`src/sv/tsl_pkg.sv`:
```
// ----------------------------------------------------------------------------
// tsl_pkg: shared types and constants of the triangle strip to list unit
// Vertex and triangle types, configuration, status structs and code values.
// ----------------------------------------------------------------------------
package tsl_pkg;

  localparam int unsigned IdxW      = 16;
  localparam int unsigned CornerW   = 2;
  localparam int unsigned CountW    = 2;
  localparam int unsigned CornerCnt = 3;
  localparam int unsigned AddrW     = 3;
  localparam int unsigned DataW     = 32;

  localparam logic [IdxW-1:0]    RestartValueReset = 16'hFFFF;
  localparam logic [CountW-1:0]  CountSat          = 2'd3;
  localparam logic [CornerW-1:0] FirstCorner       = 2'd0;
  localparam logic [CornerW-1:0] LastCorner        = 2'd2;

  // register index taken from paddr[2]
  localparam logic RegRestartEnable = 1'b0;
  localparam logic RegRestartValue  = 1'b1;

  typedef struct packed {
    logic [IdxW-1:0] position;
    logic [IdxW-1:0] color;
    logic [IdxW-1:0] normal;
    logic [IdxW-1:0] uv;
    logic [IdxW-1:0] uv2;
  } vertex_t;

  typedef vertex_t [CornerCnt-1:0] triangle_t;

  typedef struct packed {
    logic            restart_enable;
    logic [IdxW-1:0] restart_value;
  } cfg_t;

  typedef struct packed {
    logic      load;
    triangle_t corners;
  } load_t;

  typedef struct packed {
    logic busy;
    logic can_load;
    logic last_xfer;
  } queue_status_t;

  typedef struct packed {
    logic [CountW-1:0] seen_count;
    logic              emit;
  } core_status_t;

endpackage

```
`src/sv/tsl_vertex_if.sv`:
```
// ----------------------------------------------------------------------------
// tsl_vertex_if: strip vertex channel
// Valid/ready channel carrying one strip vertex per transfer.
// ----------------------------------------------------------------------------
interface tsl_vertex_if;

  logic                     valid;
  logic                     ready;
  logic                     strip_start;
  logic [tsl_pkg::IdxW-1:0] pos_idx;
  logic [tsl_pkg::IdxW-1:0] col_idx;
  logic [tsl_pkg::IdxW-1:0] nrm_idx;
  logic [tsl_pkg::IdxW-1:0] tex_idx;
  logic [tsl_pkg::IdxW-1:0] tex2_idx;

  modport source (
    output valid, strip_start, pos_idx, col_idx, nrm_idx, tex_idx, tex2_idx,
    input  ready
  );

  modport sink (
    input  valid, strip_start, pos_idx, col_idx, nrm_idx, tex_idx, tex2_idx,
    output ready
  );

endinterface

```
`src/sv/tsl_corner_if.sv`:
```
// ----------------------------------------------------------------------------
// tsl_corner_if: triangle corner channel
// Valid/ready channel carrying one triangle corner per transfer.
// ----------------------------------------------------------------------------
interface tsl_corner_if;

  logic                        valid;
  logic                        ready;
  logic [tsl_pkg::IdxW-1:0]    corner_position;
  logic [tsl_pkg::IdxW-1:0]    corner_color;
  logic [tsl_pkg::IdxW-1:0]    corner_normal;
  logic [tsl_pkg::IdxW-1:0]    corner_uv;
  logic [tsl_pkg::IdxW-1:0]    corner_uv2;
  logic [tsl_pkg::CornerW-1:0] corner_number;
  logic                        last_corner;

  modport source (
    output valid, corner_position, corner_color, corner_normal, corner_uv,
           corner_uv2, corner_number, last_corner,
    input  ready
  );

  modport sink (
    input  valid, corner_position, corner_color, corner_normal, corner_uv,
           corner_uv2, corner_number, last_corner,
    output ready
  );

endinterface

```
`src/sv/tsl_cfg_regs.sv`:
```
// ----------------------------------------------------------------------------
// tsl_cfg_regs: APB configuration registers
// Restart enable at byte 0, restart value at byte 4; pready is tied high.
// ----------------------------------------------------------------------------
module tsl_cfg_regs (
  input  logic                        clk_i,
  input  logic                        rst_ni,
  input  logic                        psel,
  input  logic                        penable,
  input  logic                        pwrite,
  input  logic [tsl_pkg::AddrW-1:0]   paddr,
  input  logic [tsl_pkg::DataW-1:0]   pwdata,
  output logic [tsl_pkg::DataW-1:0]   prdata,
  output logic                        pready,
  output tsl_pkg::cfg_t               cfg_o
);
  import tsl_pkg::*;

  logic            en_q, en_d;
  logic [IdxW-1:0] rv_q, rv_d;
  logic            wr;

  assign pready = 1'b1;
  assign wr     = psel && penable && pwrite;

  always_comb begin
    en_d = en_q;
    rv_d = rv_q;
    if (wr) begin
      case (paddr[2])
        RegRestartEnable: en_d = pwdata[0];
        RegRestartValue:  rv_d = pwdata[IdxW-1:0];
        default: ;
      endcase
    end
  end

  always_ff @(posedge clk_i or negedge rst_ni) begin
    if (!rst_ni) begin
      en_q <= 1'b0;
      rv_q <= RestartValueReset;
    end else begin
      en_q <= en_d;
      rv_q <= rv_d;
    end
  end

  always_comb begin
    case (paddr[2])
      RegRestartEnable: prdata = {{(DataW-1){1'b0}}, en_q};
      RegRestartValue:  prdata = {{(DataW-IdxW){1'b0}}, rv_q};
      default:          prdata = '0;
    endcase
  end

  assign cfg_o.restart_enable = en_q;
  assign cfg_o.restart_value  = rv_q;

endmodule

```
`src/sv/tsl_strip_core.sv`:
```
// ----------------------------------------------------------------------------
// tsl_strip_core: strip history and triangle assembly
// Keeps the two previous vertices and the count, flags degenerate vertices.
// ----------------------------------------------------------------------------
module tsl_strip_core (
  input  logic                   clk_i,
  input  logic                   rst_ni,
  tsl_vertex_if.sink             vertex_i,
  input  tsl_pkg::cfg_t          cfg_i,
  input  tsl_pkg::queue_status_t qstat_i,
  output tsl_pkg::load_t         load_o,
  output tsl_pkg::core_status_t  cstat_o
);
  import tsl_pkg::*;

  vertex_t           older_q, older_d, prev_q, prev_d;
  vertex_t           older_eff, prev_eff, cur;
  logic [CountW-1:0] cnt_q, cnt_d, cnt_eff, cnt_inc;
  logic              odd_q, odd_d, odd_eff, odd_inc;
  logic              accept, degenerate, emit, restart;

  assign vertex_i.ready = qstat_i.can_load;
  assign accept         = vertex_i.valid && vertex_i.ready;

  assign cur.position = vertex_i.pos_idx;
  assign cur.color    = vertex_i.col_idx;
  assign cur.normal   = vertex_i.nrm_idx;
  assign cur.uv       = vertex_i.tex_idx;
  assign cur.uv2      = vertex_i.tex2_idx;

  always_comb begin
    // strip start wipes history before this vertex is looked at
    older_eff = vertex_i.strip_start ? '0 : older_q;
    prev_eff  = vertex_i.strip_start ? '0 : prev_q;
    cnt_eff   = vertex_i.strip_start ? '0 : cnt_q;
    odd_eff   = vertex_i.strip_start ? 1'b0 : odd_q;

    cnt_inc = (cnt_eff == CountSat) ? cnt_eff : cnt_eff + 2'd1;
    odd_inc = ~odd_eff;

    degenerate = (cur == older_eff) || (cur == prev_eff) || (older_eff == prev_eff);
    emit       = !degenerate && (cnt_inc == CountSat);
    restart    = !degenerate && cfg_i.restart_enable &&
                 (cur.position == cfg_i.restart_value);

    older_d = older_q;
    prev_d  = prev_q;
    cnt_d   = cnt_q;
    odd_d   = odd_q;
    if (accept) begin
      older_d = prev_eff;
      prev_d  = cur;
      cnt_d   = restart ? '0 : cnt_inc;
      odd_d   = restart ? 1'b0 : odd_inc;
    end
  end

  // corner order keeps the winding constant across the strip
  always_comb begin
    load_o.load = accept && emit;
    if (odd_inc) begin
      load_o.corners[0] = cur;
      load_o.corners[1] = prev_eff;
      load_o.corners[2] = older_eff;
    end else begin
      load_o.corners[0] = older_eff;
      load_o.corners[1] = prev_eff;
      load_o.corners[2] = cur;
    end
  end

  always_ff @(posedge clk_i or negedge rst_ni) begin
    if (!rst_ni) begin
      older_q <= '0;
      prev_q  <= '0;
      cnt_q   <= '0;
      odd_q   <= 1'b0;
    end else begin
      older_q <= older_d;
      prev_q  <= prev_d;
      cnt_q   <= cnt_d;
      odd_q   <= odd_d;
    end
  end

  assign cstat_o.seen_count = cnt_q;
  assign cstat_o.emit       = emit;

endmodule

```
`src/sv/tsl_corner_queue.sv`:
```
// ----------------------------------------------------------------------------
// tsl_corner_queue: triangle result register and corner serializer
// Holds one triangle and sends its three corners in order.
// ----------------------------------------------------------------------------
module tsl_corner_queue (
  input  logic                   clk_i,
  input  logic                   rst_ni,
  input  tsl_pkg::load_t         load_i,
  tsl_corner_if.source           corner_o,
  output tsl_pkg::queue_status_t qstat_o
);
  import tsl_pkg::*;

  triangle_t          tri_q, tri_d;
  logic               busy_q, busy_d;
  logic [CornerW-1:0] idx_q, idx_d;
  logic               xfer, last_xfer;
  vertex_t            sel;

  assign xfer      = corner_o.valid && corner_o.ready;
  assign last_xfer = xfer && (idx_q == LastCorner);

  always_comb begin
    tri_d  = tri_q;
    busy_d = busy_q;
    idx_d  = idx_q;
    if (xfer) begin
      if (last_xfer) begin
        busy_d = 1'b0;
        idx_d  = FirstCorner;
      end else begin
        idx_d = idx_q + 2'd1;
      end
    end
    if (load_i.load) begin
      tri_d  = load_i.corners;
      busy_d = 1'b1;
      idx_d  = FirstCorner;
    end
  end

  always_ff @(posedge clk_i or negedge rst_ni) begin
    if (!rst_ni) begin
      busy_q <= 1'b0;
      idx_q  <= FirstCorner;
    end else begin
      busy_q <= busy_d;
      idx_q  <= idx_d;
    end
  end

  always_ff @(posedge clk_i) begin
    tri_q <= tri_d;
  end

  always_comb begin
    case (idx_q)
      2'd0:    sel = tri_q[0];
      2'd1:    sel = tri_q[1];
      2'd2:    sel = tri_q[2];
      default: sel = tri_q[2];
    endcase
  end

  assign corner_o.valid           = busy_q;
  assign corner_o.corner_position = sel.position;
  assign corner_o.corner_color    = sel.color;
  assign corner_o.corner_normal   = sel.normal;
  assign corner_o.corner_uv       = sel.uv;
  assign corner_o.corner_uv2      = sel.uv2;
  assign corner_o.corner_number   = idx_q;
  assign corner_o.last_corner     = (idx_q == LastCorner);

  assign qstat_o.busy      = busy_q;
  assign qstat_o.can_load  = !busy_q || last_xfer;
  assign qstat_o.last_xfer = last_xfer;

endmodule

```
`src/sv/triangle_strip_to_list_unit.sv`:
```
// ----------------------------------------------------------------------------
// triangle_strip_to_list_unit: triangle strip to triangle list converter
// Turns strip vertices into triangle corners, with optional strip restart.
// ----------------------------------------------------------------------------
// Usage:
//   vertex_i takes one strip vertex per transfer (strip start mark and five
//   attribute indices). corner_o gives triangle corners, three per triangle,
//   numbered 0..2 with last_corner set on corner 2.
//   Degenerate vertices and the first two vertices of a strip give no
//   corners but still advance the history.
//   Corner 0 shows in the cycle after the vertex transfer; corners 1 and 2
//   follow back to back when the receiver keeps ready high. A vertex that
//   produces a triangle holds the corner register until its three corners
//   have transferred on the single corner channel; vertices that produce
//   nothing go at one per cycle only while no triangle is held. The next
//   vertex is taken in the cycle the last corner of the held triangle
//   transfers. Reset clears the vertex history, the count, the corner
//   queue's busy flag and the configuration (restart off, restart value 0xFFFF).
//   When the receiver stalls, the held corner waits and vertex_i.ready drops
//   until the triangle has drained.
//   APB: byte 0 restart_enable, byte 4 restart_value; write only while idle.
// ----------------------------------------------------------------------------
module triangle_strip_to_list_unit (
  input  logic                      clk_i,
  input  logic                      rst_ni,
  tsl_vertex_if.sink                vertex_i,
  tsl_corner_if.source              corner_o,
  input  logic                      psel,
  input  logic                      penable,
  input  logic                      pwrite,
  input  logic [tsl_pkg::AddrW-1:0] paddr,
  input  logic [tsl_pkg::DataW-1:0] pwdata,
  output logic [tsl_pkg::DataW-1:0] prdata,
  output logic                      pready
);
  import tsl_pkg::*;

  cfg_t          cfg;
  load_t         load;
  queue_status_t qstat;
  core_status_t  cstat;

  // Configuration registers
  tsl_cfg_regs u_cfg (
    .clk_i   (clk_i),
    .rst_ni  (rst_ni),
    .psel    (psel),
    .penable (penable),
    .pwrite  (pwrite),
    .paddr   (paddr),
    .pwdata  (pwdata),
    .prdata  (prdata),
    .pready  (pready),
    .cfg_o   (cfg)
  );

  // Vertex history, degenerate check and corner ordering
  tsl_strip_core u_core (
    .clk_i    (clk_i),
    .rst_ni   (rst_ni),
    .vertex_i (vertex_i),
    .cfg_i    (cfg),
    .qstat_i  (qstat),
    .load_o   (load),
    .cstat_o  (cstat)
  );

  // Hold the triangle and advance one corner per transfer
  tsl_corner_queue u_queue (
    .clk_i    (clk_i),
    .rst_ni   (rst_ni),
    .load_i   (load),
    .corner_o (corner_o),
    .qstat_o  (qstat)
  );

  // A new triangle never overwrites one that still has corners to send
  a_no_overwrite: assert property (@(posedge clk_i) disable iff (!rst_ni)
    load.load |-> (!qstat.busy || qstat.last_xfer))
    else $error("triangle loaded over undelivered corners");

  // Drained triangle with no new load leaves the output empty
  a_drain: assert property (@(posedge clk_i) disable iff (!rst_ni)
    (qstat.last_xfer && !load.load) |=> !corner_o.valid)
    else $error("corner output valid after triangle drained");

  // A triangle transfer starts at corner 0
  a_first_corner: assert property (@(posedge clk_i) disable iff (!rst_ni)
    load.load |=> (corner_o.valid && corner_o.corner_number == FirstCorner))
    else $error("triangle does not start at corner 0");

  // The first vertex of a strip is always degenerate and counts as one
  a_strip_start: assert property (@(posedge clk_i) disable iff (!rst_ni)
    (vertex_i.valid && vertex_i.ready && vertex_i.strip_start) |->
      (!cstat.emit ##1 cstat.seen_count == 2'd1))
    else $error("strip start vertex miscounted");

endmodule

```
`src/flat_wrapper.sv`:
```
// flat-port wrapper written by rule: the top's interface ports become plain ports
module triangle_strip_to_list_unit_flat import tsl_pkg::*;
  (clk_i, rst_ni, psel, penable, pwrite, paddr, pwdata, prdata, pready, vertex_i_valid, vertex_i_strip_start, vertex_i_pos_idx, vertex_i_col_idx, vertex_i_nrm_idx, vertex_i_tex_idx, vertex_i_tex2_idx, vertex_i_ready, corner_o_valid, corner_o_corner_position, corner_o_corner_color, corner_o_corner_normal, corner_o_corner_uv, corner_o_corner_uv2, corner_o_corner_number, corner_o_last_corner, corner_o_ready);
  tsl_vertex_if vertex_i_i ();
  tsl_corner_if corner_o_i ();
  input  logic clk_i;
  input  logic rst_ni;
  input  logic psel;
  input  logic penable;
  input  logic pwrite;
  input  logic [tsl_pkg::AddrW-1:0] paddr;
  input  logic [tsl_pkg::DataW-1:0] pwdata;
  output logic [tsl_pkg::DataW-1:0] prdata;
  output logic pready;
  input wire logic [$bits(vertex_i_i.valid)-1:0] vertex_i_valid;
  input wire logic [$bits(vertex_i_i.strip_start)-1:0] vertex_i_strip_start;
  input wire logic [$bits(vertex_i_i.pos_idx)-1:0] vertex_i_pos_idx;
  input wire logic [$bits(vertex_i_i.col_idx)-1:0] vertex_i_col_idx;
  input wire logic [$bits(vertex_i_i.nrm_idx)-1:0] vertex_i_nrm_idx;
  input wire logic [$bits(vertex_i_i.tex_idx)-1:0] vertex_i_tex_idx;
  input wire logic [$bits(vertex_i_i.tex2_idx)-1:0] vertex_i_tex2_idx;
  output wire logic [$bits(vertex_i_i.ready)-1:0] vertex_i_ready;
  output wire logic [$bits(corner_o_i.valid)-1:0] corner_o_valid;
  output wire logic [$bits(corner_o_i.corner_position)-1:0] corner_o_corner_position;
  output wire logic [$bits(corner_o_i.corner_color)-1:0] corner_o_corner_color;
  output wire logic [$bits(corner_o_i.corner_normal)-1:0] corner_o_corner_normal;
  output wire logic [$bits(corner_o_i.corner_uv)-1:0] corner_o_corner_uv;
  output wire logic [$bits(corner_o_i.corner_uv2)-1:0] corner_o_corner_uv2;
  output wire logic [$bits(corner_o_i.corner_number)-1:0] corner_o_corner_number;
  output wire logic [$bits(corner_o_i.last_corner)-1:0] corner_o_last_corner;
  input wire logic [$bits(corner_o_i.ready)-1:0] corner_o_ready;
  assign vertex_i_i.valid = vertex_i_valid;
  assign vertex_i_i.strip_start = vertex_i_strip_start;
  assign vertex_i_i.pos_idx = vertex_i_pos_idx;
  assign vertex_i_i.col_idx = vertex_i_col_idx;
  assign vertex_i_i.nrm_idx = vertex_i_nrm_idx;
  assign vertex_i_i.tex_idx = vertex_i_tex_idx;
  assign vertex_i_i.tex2_idx = vertex_i_tex2_idx;
  assign vertex_i_ready = vertex_i_i.ready;
  assign corner_o_valid = corner_o_i.valid;
  assign corner_o_corner_position = corner_o_i.corner_position;
  assign corner_o_corner_color = corner_o_i.corner_color;
  assign corner_o_corner_normal = corner_o_i.corner_normal;
  assign corner_o_corner_uv = corner_o_i.corner_uv;
  assign corner_o_corner_uv2 = corner_o_i.corner_uv2;
  assign corner_o_corner_number = corner_o_i.corner_number;
  assign corner_o_last_corner = corner_o_i.last_corner;
  assign corner_o_i.ready = corner_o_ready;
  triangle_strip_to_list_unit u_core (.clk_i(clk_i), .rst_ni(rst_ni), .vertex_i(vertex_i_i), .corner_o(corner_o_i), .psel(psel), .penable(penable), .pwrite(pwrite), .paddr(paddr), .pwdata(pwdata), .prdata(prdata), .pready(pready));
endmodule
```
`config.mk`:
```
export PLATFORM = sky130hd
export DESIGN_NAME = triangle_strip_to_list_unit_flat
export DESIGN_NICKNAME = d
export VERILOG_FILES = /design/src/sv/tsl_pkg.sv /design/src/sv/tsl_vertex_if.sv /design/src/sv/tsl_corner_if.sv /design/src/sv/tsl_cfg_regs.sv /design/src/sv/tsl_strip_core.sv /design/src/sv/tsl_corner_queue.sv /design/src/sv/triangle_strip_to_list_unit.sv /design/src/flat_wrapper.sv
export SDC_FILE = /design/constraint.sdc
export NUM_CORES = 1
export LEC_CHECK = 0
export ABC_AREA = 1
export BUFFER_PORTS_ARGS = -buffer_cell sky130_fd_sc_hd__buf_4
export CELL_PAD_IN_SITES_DETAIL_PLACEMENT = 1
export CELL_PAD_IN_SITES_GLOBAL_PLACEMENT = 2
export CORE_MARGIN = 3
export CORE_UTILIZATION = 39
export CTS_BUF_LIST = sky130_fd_sc_hd__clkbuf_8
export CTS_CLUSTER_DIAMETER = 150
export DETAILED_ROUTE_END_ITERATION = 6
export PLACE_DENSITY_LB_ADDON = 0.1
export SYNTH_ARGS = -nofsm -noshare
export SYNTH_HDL_FRONTEND = slang
export SYNTH_SLANG_ARGS = --single-unit
```
`constraint.sdc`:
```
create_clock -name clk_i -period 12.7 [get_ports clk_i]
set_input_delay 1.905 -clock clk_i [delete_from_list [all_inputs] [get_ports clk_i]]
set_output_delay 1.905 -clock clk_i [all_outputs]
set_load 0.02 [all_outputs]
```
### After elaboration in Yosys (flattened, before gate mapping)

Cells that the tools add are included.

* register bits after elaboration: 423
* input bits: 123
* output and inout port bits: 118
* logic and storage cells: 79

* add/sub/neg operators: 2
* eq/ne operators: 8
* muxes and demuxes: 16
* bitwise operators: 2
* reduce and logical (&&, ||, !) cells: 20

Operator list (count)
* $eq A80 B80 Y1: 3
* $mux W240: 1
* $mux W80: 2
* $pmux W80 S2: 1
* $pmux W32 S2: 1
* $eq A16 B16 Y1: 1
* $mux W2: 6
* $logic_and A1 B1 Y1: 9
* $eq A2 B2 Y1 const B: 3
* $reduce_and A2 Y1: 3
* $mux W1: 5
* $add A2 B1 Y2 const B: 2
* $reduce_bool A2 Y1: 2
* $logic_or A1 B1 Y1: 3
* $eq A2 B1 Y1 const B: 1
* $logic_not A1 Y1: 2
* $logic_not A2 Y1: 1
* $not A1 Y1: 2

### Logic depth before layout (Yosys ltp)

* depth after elaboration: 9
* gate-level depth with buffers: 18
* depth with buffers taken out: 16

### Hierarchy

From an unflattened synthesis, not the netlist that was laid out.

* cell total of the unflattened synthesis: 3016
* area total of the unflattened synthesis: 23302.3 um2

Modules (own cells, without submodules)
* tsl_strip_core: instances 1, cells each 2271, area each 12839.8 um2, sequential area each 4078.9 um2
* tsl_corner_queue: instances 1, cells each 612, area each 9460.3 um2, sequential area each 7282.0 um2
* tsl_cfg_regs: instances 1, cells each 133, area each 1002.2 um2, sequential area each 445.4 um2

### Worst setup path after synthesis

Ideal clock, no wire load.

* path type: input to register
* from: input port vertex_i_strip_start
* to: register u_core.u_queue.tri_q[0] (netlist name), enable pin
* setup time: 654 ps
* arrival: 9127 ps
* data required time: 12046 ps
* setup slack: 2920 ps
* cell stages on the path: 16
* path buffers: 3
* path through: buf_6 inv_4 buf_8 buf_2 nand2_1 nand2_1 nand2_1 nand2_1 nor2_1 nand2_1 nor2_1 nand3_1 nor2_1 nor2_1 nand2_1 nor2_2

RTL lines
* start: declaration: RTL line flat_wrapper.sv:16 `input wire logic [$bits(vertex_i_i.strip_start)-1:0] vertex_i_strip_start;`
* end signal: assignment: RTL line tsl_corner_queue.sv:53 `tri_q <= tri_d;`
* end: declaration: RTL line tsl_corner_queue.sv:14 `triangle_t tri_q, tri_d;`

==> run_results.csv <==
group,metric,value,unit
route,wire_per_inst,21.7,um
route,routed-via-count,20806,
clocking,cts.htree.levels,3,
power_and_ir_drop,ir_drop,0.205,mV
worst_setup_path,cp.required,12.97,ns
route,drt_first_pass_iters,5,
floorplan,initial_core_util,39.8,%
route,drtIter0Drc,1530,
hold_path,hp-class,"flop to flop",
grt,grt_max_degree,116,
placed_design,preCtsSetupSlack,5.46,ns
finish,layout-drive-gt1-share,12.3,%
clocking,ctsResizeCount,0,
placed_design,dp_hpwl,58.5,mm
timing,max_freq,0.150,GHz
route,drc,0,
clocking,cts_tree,"built",
hold_path,min-delay-start,"u_core.u_core.cnt_q[1]",
floorplan,design.portCount,241,
clocking,cts-buffers-inserted,80,
yosys,yosys_warnings,0,
yosys,seq_area_frac_synth,52.1,%
clocking,clkLatencyLatePin,0.67,ns
clocking,cts_sinks,423,
hold_path,min_delay_worst_endpoint,"u_core.u_core.cnt_q[1]",
floorplan,die-area,61100,sq um
yosys,synth_seq_cells,423,
timing,tns,0,ns
timing,finalWorstSetupSlack,6.03,ns
timing,period_share,52.5,%
grt,grt_pass1_wl,130,mm
timing,whs,0.487,ns
run_status,outcome,"finished clean",
floorplan,die_w,247,um
yosys,netlist_instances,2945,
finish,fin_nets,3235,
worst_setup_path,critical_path_buf_inv_count,5,
timing,fin_crit,6.67,ns
timing,finalHoldViolCount,0,
floorplan,core_area,56900,sq um
worst_setup_path,crit_slowest_cell,"buf_4",
worst_setup_path,path_delay_family,"buffers and inverters",
worst_setup_path,crit_arrival,6.95,ns
worst_setup_path,reg2reg_to,"u_core.u_core.prev_q[22]",
worst_setup_path,r2r_start,"u_core.u_queue.corner_o.corner_number[1]",
placed_design,gp_congestion,0.863,
timing,rsz0062_at_grt,"no",
clocking,postCtsHoldBufs,0,
yosys,synth.avg_cell_area,7.70,sq um
finish,area.growth.synth_to_final,15.2,%
timing,setup_viol,0,
route,viasPerCell,5.28,
power_and_ir_drop,power_density,222,nW/um^2
worst_setup_path,path_cells,"buf_4 -> inv_6 -> buf_4 -> nand2_1 -> o21ai_0 -> nor2_1 -> nand2_1 -> nor2_1 -> nand2_1 -> nor2_1 -> nand3_1 -> nand2_1 -> nor2_4 -> buf_4 -> buf_4",
worst_setup_path,r2r_cells,9,
yosys,synth_cell_types,34,
route,routed_wirelength,85.5,mm
worst_setup_path,cp-end-kind,"flop",
worst_setup_path,crit_fanout,91,
floorplan,fp.dieH,247,um
clocking,cts_root_buf,"clkbuf_8",
hold_path,whs_path_depth,2,
timing,slew_viol_final,0,
yosys,async_reset_ff_share,43.3,%
worst_setup_path,crit_type,"input port to flop",
floorplan,rows,87,
placed_design,portBuffers,205,
grt,grt_overflow_total,0,
timing,maxSlewHeadroom,24.0,%
route,antenna_left,0,
yosys,synth_edf_count,240,
timing,worstMarginPinSlew,1.14,ns
worst_setup_path,reg2reg_slack,7.32,ns
yosys,synth_area,22700,sq um
yosys,ys.flop_type,"edfxtp_1",
worst_setup_path,cpPeakStageDelay,0.88,ns
clocking,cts_setup_buffers,0,
grt,grt_pass1_vias,21417,
clocking,path_clk_slew,0.06,ns
finish,final_core_util,45.9,%
grt,grt_use_total,28.1,%
power_and_ir_drop,leakage,12.2,nW
flow_run,drv_cap,0,
grt,antenna_found_initial,2,
worst_setup_path,worst_setup_path_start_kind,"input port",
clocking,clk_path_buf_depth,3,
timing,fin_worst_skew,0.0293,ns
-- Yosys cell counts (15+ instances only) --
| library cell | number | share of area [%] |
|---|---|---|
| a22oi_1 | 30 | 0.99 |
| buf_2 | 29 | 0.64 |
| buf_4 | 25 | 0.83 |
| clkbuf_1 | 80 | 1.3 |
| dfrtp_1 | 167 | 18 |
| dfstp_2 | 16 | 1.9 |
| edfxtp_1 | 240 | 32 |
| inv_1 | 282 | 4.7 |
| nand2_1 | 1173 | 19 |
| nand2_2 | 15 | 0.41 |
| nand3_1 | 189 | 4.2 |
| nor2_1 | 191 | 3.2 |
| o21ai_0 | 378 | 8.3 |
| o22ai_1 | 35 | 0.97 |
-- routing by layer --
| layer | GRT usage (%) | wire, um |
|---|---|---|
| met2 | 47.2 | 41000 |
| met4 | 7.61 | 1770 |
| met3 | 4.06 | 4060 |
| met1 | 38.1 | 38700 |
| met5 | 0 | 12 |
-- worst reg2reg max path: cells and delay by family (launching register included) --
kind | cells | cell delay (ns)
buf+inv | 4 | 3.54
flops | 1 | 0.78
compound gates | 1 | 0.25
simple gates | 4 | 0.65
-- flip-flops by register name (all words and copies together), names as in the netlist --
signal	cells
u_core.u_cfg.rv_q	16
u_core.u_queue.corner_o.corner_number	2
u_core.u_core.older_q	80
u_core.u_core.prev_q	80
u_core.u_core.cnt_q	2
u_core.u_core.odd_q	1
u_core.u_queue.corner_o.valid	1
u_core.u_queue.tri_q	240
u_core.u_cfg.en_q	1
-- per-stage QoR --
stage          cells  total power [mW]  area, sq um
2_1_floorplan   2960              3.52        22700
3_3_place_gp    3786              4.46        24600
3_5_place_dp    3786              4.54        24600
4_1_cts         3934              5.85        26100
5_1_grt         3936              6.22        26100
6_report        3937              5.81        26100
-- kinds of logic after synthesis --
group | count (synthesis) | share of synthesized area, %
AOI/OAI and AO/OA | 460 | 10.7
and+or+nand+nor | 1591 | 27.8
muxes | 13 | 0.646
DFF | 423 | 52.1
xor gates and xnor gates | 7 | 0.270
other | 2 | 0.0331
buffers and inverters | 449 | 8.47
-- layout by cell type, fill, tap and decap left out, types with 15 or more instances in the layout --
cell type	count
nand2_1	1172
o21ai_0	378
inv_1	318
edfxtp_1	240
buf_4	224
nor2_1	189
nand3_1	189
dfrtp_1	164
clkbuf_8	92
o22ai_1	35
a22oi_1	30
conb_1	17
dfstp_2	16
nand2_2	15
-- layout make-up --
| class | count | area [sq um] |
|---|---|---|
| antenna | 3 | 7.51 |
| clock buffer | 91 | 1250 |
| clock inverter | 57 | 260 |
| fill | 6998 | 30800 |
| inverter | 294 | 1110 |
| multi-input combinational | 2088 | 9030 |
| sequential | 423 | 11800 |
| tap | 756 | 946 |
| timing repair buffer | 225 | 1700 |
-- how the worst max path moves through the flow --
| stage | to | start | depth (start not counted) | slack, ns |
|---|---|---|---|---|
| final | u_core.u_queue.tri_q[187] | vertex_i_strip_start | 15 | 6.03 |
| after global routing | u_core.u_queue.tri_q[32] | vertex_i_strip_start | 17 | 5.75 |
| after CTS | u_core.u_queue.tri_q[187] | vertex_i_strip_start | 17 | 6.18 |
| after detailed placement | u_core.u_queue.tri_q[187] | vertex_i_strip_start | 17 | 5.46 |
| after global placement | u_core.u_queue.tri_q[107] | vertex_i_strip_start | 17 | 5.58 |
| after floorplan | u_core.u_queue.tri_q[0] | vertex_i_strip_start | 16 | 2.92 |
-- power breakdown --
group          total (mW)  switching, mW  internal, mW
sequential           2.18          0.314          1.87
clock                1.28          0.610         0.673
combinational        2.34           1.66         0.686
total                5.81           2.58          3.23
Power figures use the tool's default switching activity.
